$ cat config.mk
export PLATFORM = sky130hd
export DESIGN_NAME = rfe_ctrl
export DESIGN_NICKNAME = d
export VERILOG_FILES = /design/src/design/rfe_pkg.sv /design/src/design/rfe_ctrl.sv
export SDC_FILE = /design/constraint.sdc
export NUM_CORES = 1
export LEC_CHECK = 0
export ABC_AREA = 1
export BUFFER_PORTS_ARGS = -buffer_cell sky130_fd_sc_hd__buf_2
export CORE_AREA = 2 2 39 41
export DETAILED_ROUTE_END_ITERATION = 10
export DIE_AREA = 0 0 41 43
export PLACE_DENSITY = 0.53
export SYNTH_ARGS = -nofsm -noshare
export SYNTH_HDL_FRONTEND = slang
export SYNTH_SLANG_ARGS = --single-unit
$ cat constraint.sdc
create_clock -name clk -period 3 [get_ports clk]
set_clock_uncertainty 0.05 [all_clocks]
set_input_delay 0.6 -clock clk [delete_from_list [all_inputs] [get_ports clk]]
set_output_delay 0.6 -clock clk [all_outputs]
set_load 0.005 [all_outputs]
$ cat src/design/rfe_pkg.sv
package rfe_pkg;

	localparam int COORD_W = 14;

	localparam logic [2:0] CMD_POINT   = 3'd0;
	localparam logic [2:0] CMD_HLINE   = 3'd1;
	localparam logic [2:0] CMD_VLINE   = 3'd2;
	localparam logic [2:0] CMD_OUTLINE = 3'd3;
	localparam logic [2:0] CMD_FILL    = 3'd4;
	localparam logic [2:0] CMD_READ    = 3'd5;

	localparam logic REG_COLUMNS = 1'b0;
	localparam logic REG_ROWS    = 1'b1;

	// one command beat, lowest field last
	typedef struct packed {
		logic [2:0]  pad;
		logic [23:0] rgb_color;
		logic [9:0]  run_length;
		logic [9:0]  y_end;
		logic [9:0]  x_end;
		logic [9:0]  y_start;
		logic [9:0]  x_start;
		logic [2:0]  cmd;
	} in_item_t;

	typedef struct packed {
		logic [15:0] pixels_written;
		logic [15:0] read_pixel;
	} out_item_t;

	typedef enum logic [2:0] {
		ST_CLEAR,
		ST_IDLE,
		ST_SETUP,
		ST_ADDR,
		ST_WALK,
		ST_NEXT,
		ST_READ,
		ST_DONE
	} state_t;

	typedef struct packed {
		logic load;
		logic setup;
		logic addr;
		logic walk;
		logic nxt_seg;
		logic rd;
		logic clear_step;
		logic out_load;
	} ctrl_cmd_t;

	typedef struct packed {
		logic nop;
		logic is_read;
		logic seg_empty;
		logic walk_last;
		logic more;
		logic clear_last;
	} ctrl_status_t;

endpackage

$ cat src/design/rfe_ctrl.sv
module rfe_ctrl (
	input  logic                  clk,
	input  logic                  arst_n,
	input  logic                  in_valid,
	output logic                  in_ready,
	output logic                  out_valid,
	input  logic                  out_ready,
	input  rfe_pkg::ctrl_status_t status,
	output rfe_pkg::ctrl_cmd_t    cmd
);

	rfe_pkg::state_t state_q, state_nxt;
	logic            out_valid_q;
	logic            out_free;

	assign out_free = !out_valid_q || out_ready;

	always_comb begin
		state_nxt = state_q;
		unique case (state_q)
			rfe_pkg::ST_CLEAR: if (status.clear_last) state_nxt = rfe_pkg::ST_IDLE;
			rfe_pkg::ST_IDLE:  if (in_valid) state_nxt = rfe_pkg::ST_SETUP;
			rfe_pkg::ST_SETUP: state_nxt = status.nop ? rfe_pkg::ST_DONE : rfe_pkg::ST_ADDR;
			rfe_pkg::ST_ADDR: begin
				if (status.is_read) state_nxt = rfe_pkg::ST_READ;
				else if (status.seg_empty) state_nxt = rfe_pkg::ST_NEXT;
				else state_nxt = rfe_pkg::ST_WALK;
			end
			rfe_pkg::ST_WALK:  if (status.walk_last) state_nxt = rfe_pkg::ST_NEXT;
			rfe_pkg::ST_NEXT:  state_nxt = status.more ? rfe_pkg::ST_SETUP : rfe_pkg::ST_DONE;
			rfe_pkg::ST_READ:  state_nxt = rfe_pkg::ST_DONE;
			rfe_pkg::ST_DONE:  if (out_free) state_nxt = rfe_pkg::ST_IDLE;
			default:           state_nxt = rfe_pkg::ST_IDLE;
		endcase
	end

	always_comb begin
		cmd = '0;
		in_ready = 1'b0;
		unique case (state_q)
			rfe_pkg::ST_CLEAR: cmd.clear_step = 1'b1;
			rfe_pkg::ST_IDLE: begin
				in_ready = 1'b1;
				cmd.load = in_valid;
			end
			rfe_pkg::ST_SETUP: cmd.setup = 1'b1;
			rfe_pkg::ST_ADDR:  cmd.addr = 1'b1;
			rfe_pkg::ST_WALK:  cmd.walk = 1'b1;
			rfe_pkg::ST_NEXT:  cmd.nxt_seg = 1'b1;
			rfe_pkg::ST_READ:  cmd.rd = 1'b1;
			rfe_pkg::ST_DONE:  cmd.out_load = out_free;
			default:           cmd = '0;
		endcase
	end

	always_ff @(posedge clk or negedge arst_n) begin
		if (!arst_n) begin
			state_q     <= rfe_pkg::ST_CLEAR;
			out_valid_q <= 1'b0;
		end else begin
			state_q <= state_nxt;
			if (cmd.out_load) out_valid_q <= 1'b1;
			else if (out_ready) out_valid_q <= 1'b0;
		end
	end

	assign out_valid = out_valid_q;

endmodule

### Word level (Yosys, flattened, before mapping)

Index checks and enable logic that the tools add are counted.

| operators by class | value |
|---|---|
| equal/unequal tests | 11 |
| multiplexer cells | 20 |
| reduce and logical (&&, ||, !) cells | 5 |

Operators by type and width:

| kind | number |
|---|---|
| $pmux 3 s8 | 1 |
| $mux 3 | 6 |
| $eq 3x3->1 const B | 4 |
| $mux 1 | 12 |
| $ne 2x2->1 const B | 4 |
| $eq 3x2->1 const B | 2 |
| $reduce_and 4->1 | 1 |
| $eq 3x1->1 const B | 1 |
| $logic_not 3->1 | 1 |
| $mux 2 | 1 |
| $reduce_bool 2->1 | 1 |
| $logic_not 1->1 | 1 |
| $logic_or 1x1->1 | 1 |

| word-level totals | value |
|---|---|
| flip-flop bits (word level) | 4 |
| input bits | 10 |
| output and inout port bits | 10 |

### Depth between registers and ports, before layout

Gate-level depths: netlist of run 1.

| logic depth | value |
|---|---|
| depth after elaboration | 4 |
| mapped depth | 9 |
| mapped depth without buffers | 8 |

### Least setup slack after synthesis of run 1

OpenSTA, ideal clock, no wires.

| path | value |
|---|---|
| path type | input-to-output |
| start point | in out_ready |
| end point | out cmd[0] (netlist bit) |
| data arrival time | 774 ps |
| path slack | 1576 ps |
| stages | 2 |
| path buffers | 0 |
| cell sequence | nor2_1 > nor2_1 |

RTL lines:

| item | RTL line | RTL |
|---|---|---|
| start: declaration | rfe_ctrl.sv:7 | `input logic out_ready,` |
| end: declaration | rfe_ctrl.sv:9 | `output rfe_pkg::ctrl_cmd_t cmd` |

==> results of run 1 <==
-- cells by family after synthesis --
group	Yosys count	synth area share, %
flops	4	27.7
simple gates	34	44.6
compound gates	5	7.96
buf+inv	15	19.7
-- flip-flops by register name, summed over array words and instances, names as in the netlist --
name,flops
state_q,3
out_valid,1
-- final timing paths --
| kind | start | end | slack (ps) | cells past startpoint |
|---|---|---|---|---|
| max | state_q[0]$_DFFE_PN0P_ | cmd[0] | 1170 | 5 |
| min | arst_n | state_q[1]$_DFFE_PN0P_ | 110 | 1 |
| max reg2reg | state_q[2]$_DFFE_PN0P_ | state_q[2]$_DFFE_PN0P_ | 1770 | 6 |
| min reg2reg | out_valid$_DFFE_PN0P_ | out_valid$_DFFE_PN0P_ | 500 | 2 |
| max in group asynchronous | arst_n | out_valid$_DFFE_PN0P_ | 2670 | 1 |
| min in group clk | out_valid$_DFFE_PN0P_ | out_valid$_DFFE_PN0P_ | 500 | 2 |
-- final cells by class --
class / instances / share of cell area (%)
multi-input cells: 39 / 39.9
flip-flops and latches: 4 / 21.0
repair buffers: 19 / 19.9
inverters: 13 / 10.2
clock buffers: 3 / 4.72
well taps: 16 / 4.20
-- through the flow --
step           std cells  util, %  setup slack (ps)
5_1_grt               94     34.4              1040
6_report              94     34.4              1170
2_1_floorplan         58        -              1580
3_5_place_dp          91     32.8              1330
4_1_cts               94     34.4              1150
3_3_place_gp          91     32.8              1350
-- cells in the final DEF (no fill, tap or decap), drive strengths merged --
cell    count
buf        19
nand3       6
dfrtp       4
nor3        2
nand2      16
nor2        9
o21ai       4
inv        13
clkbuf      3
a21oi       1
nand3b      1
-- where the power goes --
group          total [uW]  internal [uW]  switching, uW
clock                65.7           44.7           21.1
sequential            137           83.7           53.8
combinational         264            112            152
-- per-layer routing --
| layer | GRT usage (%) | share of wire, % | vias up |
|---|---|---|---|
| met5 | 0 | 0 | - |
| met4 | 10.0 | 1.7 | 0 |
| met3 | 1.57 | 4.9 | 2 |
| met2 | 15.0 | 50 | 9 |
| met1 | 11.9 | 43 | 167 |
| li1 | - | - | 216 |
==> reports/summary.txt, run 1 <==
CTS clk-pin slew, worst paths: 40 ps
Max Cap Viol: 0
HPWL Detailed: 618 um
CTS tree: yes
Req. time, crit path: 2350 ps
Synth top area share: 27.7%
final instance area: 477 sq um
# setup viols final: 0
GRT Residual Overflow: 0
max-slew violation count: 0
Setup Fix Bufs, Post-CTS: 0
#FFs+latches synth: 4
critical-path cell with the highest stage delay: dfrtp_1
clock buffer depth: 2
Syn. warnings: 0
largest net degree at the start of global routing: 9
total track usage: 10.4%
WL/cell: 7.97 um
boundary pin count: 20
Final #Nets: 90
hold buffer count at CTS: 0
worst path bufs/invs: 2
DRC: 0
Port Buffers: 19
Max-slew headroom: 79.4%
delay of the slowest critical-path stage: 510 ps
Commonest cells post-synth: nand2_1, inv_1, nor2_1, dfrtp_1, nand3_1
Vias/cell: 4.19
Via Count: 394
DRT Pass-1 Iters: 2
status: finished, final reports clean
unrepaired setup endpoints after global routing: false
share of layout cells above drive strength 1: 39.7%
Final TNS setup: 0 ps
initial DRC count: 1
Worst setup SP type: flip-flop
arrival time at the worst endpoint: 1180 ps
mapped cell area: 362 sq um
minimum clock period: 1830 ps
count leader, synth: nand2_1
fillcell total: 165
register area: 100 sq um
cells after synthesis: 58
critical path class: flip-flop to output pin
Crit Path Max Fanout: 8
CP cell instances: nand2_2 > inv_2 > nand2_1 > nor2_1 > buf_2
die area: 0.00176 sq mm
Post-synth EDFFs: 0
sequential area share after synthesis: 27.7%
Post-Syn Nets: 68
top_reg_cell synth: dfrtp_1
number of buffers created by CTS: 3
worst hold-check path type: primary input to asynchronous set/reset pin
# H-tree levels: 1
total core area: 0.00138 sq mm
Hold Fails Final Rpt: 0
achievable frequency: 0.545 GHz
overall power: 468 uW
Total Wirelength: 749 um
P&R area growth vs syn: 31.8%
placed instance area: 454 sq um
initial core utilization: 26.1%
CP top delay family: flip-flops
ant diodes: 0
Avg Inst Size Synth: 6.23 sq um
post-CTS sizing: 0
largest cells by area after synthesis: dfrtp_1, nand2_1, inv_1, buf_6, nor2_1
area leader, netlist: dfrtp_1
area of the multi-input gates: 190 sq um
vias in the first global route: 340
PwrDens: 981 mW/mm^2
row cnt: 14
library cells used by synthesis: 15
worst skew pair latency: 230 ps
peak supply drop: 0.247 mV
# clock sinks: 4
hold slack: 111 ps
Tightest Pin Transition: 309 ps
initial antenna violation count: 0
Crit. End Element: output pin
first-pass GRT wire length: 1.20 mm
routability cong.: 0.790
CTS Root Buffer Type: clkbuf_4
Async S/R FF share, synth: 100%
final period utilization: 61.1%
Die Height: 43 um
die width: 41 um
DRT antenna net count: 0
leak pwr: 0.000313 uW
Note: power is estimated with default switching activity, not from simulation.
==> run 2, diff against run 1 <==
clock period = 1.8 ns   (was 3 ns; I/O delays follow)
==> run 2 against run 1 <==
  * Count of clock-buffer cells in the layout did not move
  * Final area increased by 2.1%
  * Global-route usage increased by 0.49 points
  * Critical endpoint unchanged
  * Largest cell class unchanged
==> reports/summary.txt, run 2 (same netlist as run 1, synthesis figures left out) <==
most frequent cells in the layout: buf_2, nand2_1, inv_1
final period utilization: 89.1%
largest net degree at the start of global routing: 9 (unchanged)
WL/cell: 8.61 um (+8.1%)
unrepaired setup endpoints after global routing: false
CP startpoint: state_q[0]$_DFFE_PN0P_
DRT antenna net count: 0 (unchanged)
ant diodes: 0 (unchanged)
Max Cap Viol: 0 (unchanged)
Vias/cell: 4.09 (-2.3%)
initial DRC count: 5 (+4)
peak supply drop: 0.409 mV (+66%)
Port Buffers: 19 (unchanged)
routability cong.: 0.762 (-3.4%)
Req. time, crit path: 1390 ps (-960 ps)
hold buffer count at CTS: 1 (+1)
minimum clock period: 1600 ps
PwrDens: 1620 mW/mm^2 (+65%)
commonest non-fill, non-tap cell in the layout: buf_2
GRT Residual Overflow: 0 (unchanged)
critical path class: flip-flop to output pin
clock buffer depth: 2 (unchanged)
most flop-heavy register: state_q
worst reg2reg path startpoint: state_q[0]$_DFFE_PN0P_
register area: 100 sq um (unchanged)
r2r setup slk: 560 ps (-1210 ps)
status: finished, final reports clean
placed instance area: 454 sq um (unchanged)
boundary pin count: 20 (unchanged)
Final #Nets: 91 (+1.1%)
row cnt: 14 (unchanged)
Setup Fix Bufs, Post-CTS: 0 (unchanged)
Via Count: 389 (-1.3%)
hold slack: 273 ps (+162 ps)
total core area: 0.00138 sq mm (unchanged)
CTS Root Buffer Type: clkbuf_4
# setup viols final: 0 (unchanged)
# clock sinks: 4 (unchanged)
first-pass GRT wire length: 1.27 mm (+5.8%)
P&R area growth vs syn: 34.6%
HPWL Detailed: 673 um (+8.9%)
number of buffers created by CTS: 3 (unchanged)
area of the multi-input gates: 190 sq um (unchanged)
DRC: 0 (unchanged)
die area: 0.00176 sq mm (unchanged)
overall power: 789 uW (+69%)
Hold Fails Final Rpt: 0 (unchanged)
leak pwr: 0.000317 uW (+1.3%)
worst hold-check path type: primary input to flip-flop
CTS clk-pin slew, worst paths: 40 ps (about the same)
Total Wirelength: 818 um (+9.2%)
Die Height: 43 um (unchanged)
arrival time at the worst endpoint: 1190 ps (about the same)
max reg flops: 3 (unchanged)
Crit. End Element: output pin
final instance area: 487 sq um (+2.1%)
worst skew pair latency: 240 ps (about the same)
Final TNS setup: 0 ps (unchanged)
fillcell total: 162 (-1.8%)
post-CTS sizing: 0 (unchanged)
vias in the first global route: 323 (-5.0%)
total track usage: 10.8% (+0.49 points)
Worst setup SP type: flip-flop
initial core utilization: 26.1% (unchanged)
share of layout cells above drive strength 1: 39.2% (-0.50 points)
initial antenna violation count: 0 (unchanged)
# H-tree levels: 1 (unchanged)
achievable frequency: 0.623 GHz
Tightest Pin Transition: 329 ps (+20.0 ps)
Hold Startpoint: out_ready
Crit Path Max Fanout: 8 (unchanged)
Max-slew headroom: 78.1% (-1.3 points)
DRT Pass-1 Iters: 3 (+1)
die width: 41 um (unchanged)
max-slew violation count: 0 (unchanged)
CTS tree: yes
[run 2: changes by cell type in the layout (fill, tap and decap cells not counted), sizes merged]
cell	change
dlygate4sd3	+1
[run 2: layout make-up]
| class | count | share of cell area (%) |
|---|---|---|
| tap | 16 | 4.11 |
| inverter | 13 | 10.0 |
| sequential | 4 | 20.6 |
| multi-input combinational | 39 | 39.1 |
| timing repair buffer | 20 | 21.6 |
| clock buffer | 3 | 4.63 |
[run 2: stage by stage]
step                util [%]  instances  setup WS [ps]
floorplan                  -         58            628
global placement        32.8         91            429
detailed placement      32.8         91            429
CTS                     35.2         95            173
global route            35.2         95           96.4
finish                  35.2         95            196
[run 2: worst max-delay path, cell delays in order, from the launching register on]
cell and delay, ps:
dfrtp_1 520, nand2_2 80, inv_2 70, nand2_1 80
nor2_1 90, buf_2 110
[run 2: layer usage]
| metal | GRT usage [%] | up-vias | wire length, um |
|---|---|---|---|
| met5 | 0 | - | 0 |
| met4 | 4.00 | 0 | 0 |
| met3 | 6.28 | 0 | 35 |
| met2 | 14.7 | 9 | 388 |
| met1 | 13.8 | 163 | 394 |
| li1 | - | 217 | - |
[run 2: where the power goes]
part	internal [uW]	leakage, uW	total, uW	switching (uW)
clock	74.5	0.0000138	110	35.8
combinational	188	0.000254	451	263
sequential	139	0.0000490	228	88.8
[run 2: path summary, 6_finish.rpt]
| check | depth (start not counted) | end |
|---|---|---|
| setup / recovery | 5 | cmd[0] |
| hold / removal | 2 | out_valid$_DFFE_PN0P_ |
| setup reg to reg | 6 | state_q[0]$_DFFE_PN0P_ |
| hold reg to reg | 2 | out_valid$_DFFE_PN0P_ |
| max in group asynchronous | 2 | state_q[1]$_DFFE_PN0P_ |
| min in group asynchronous | 2 | out_valid$_DFFE_PN0P_ |
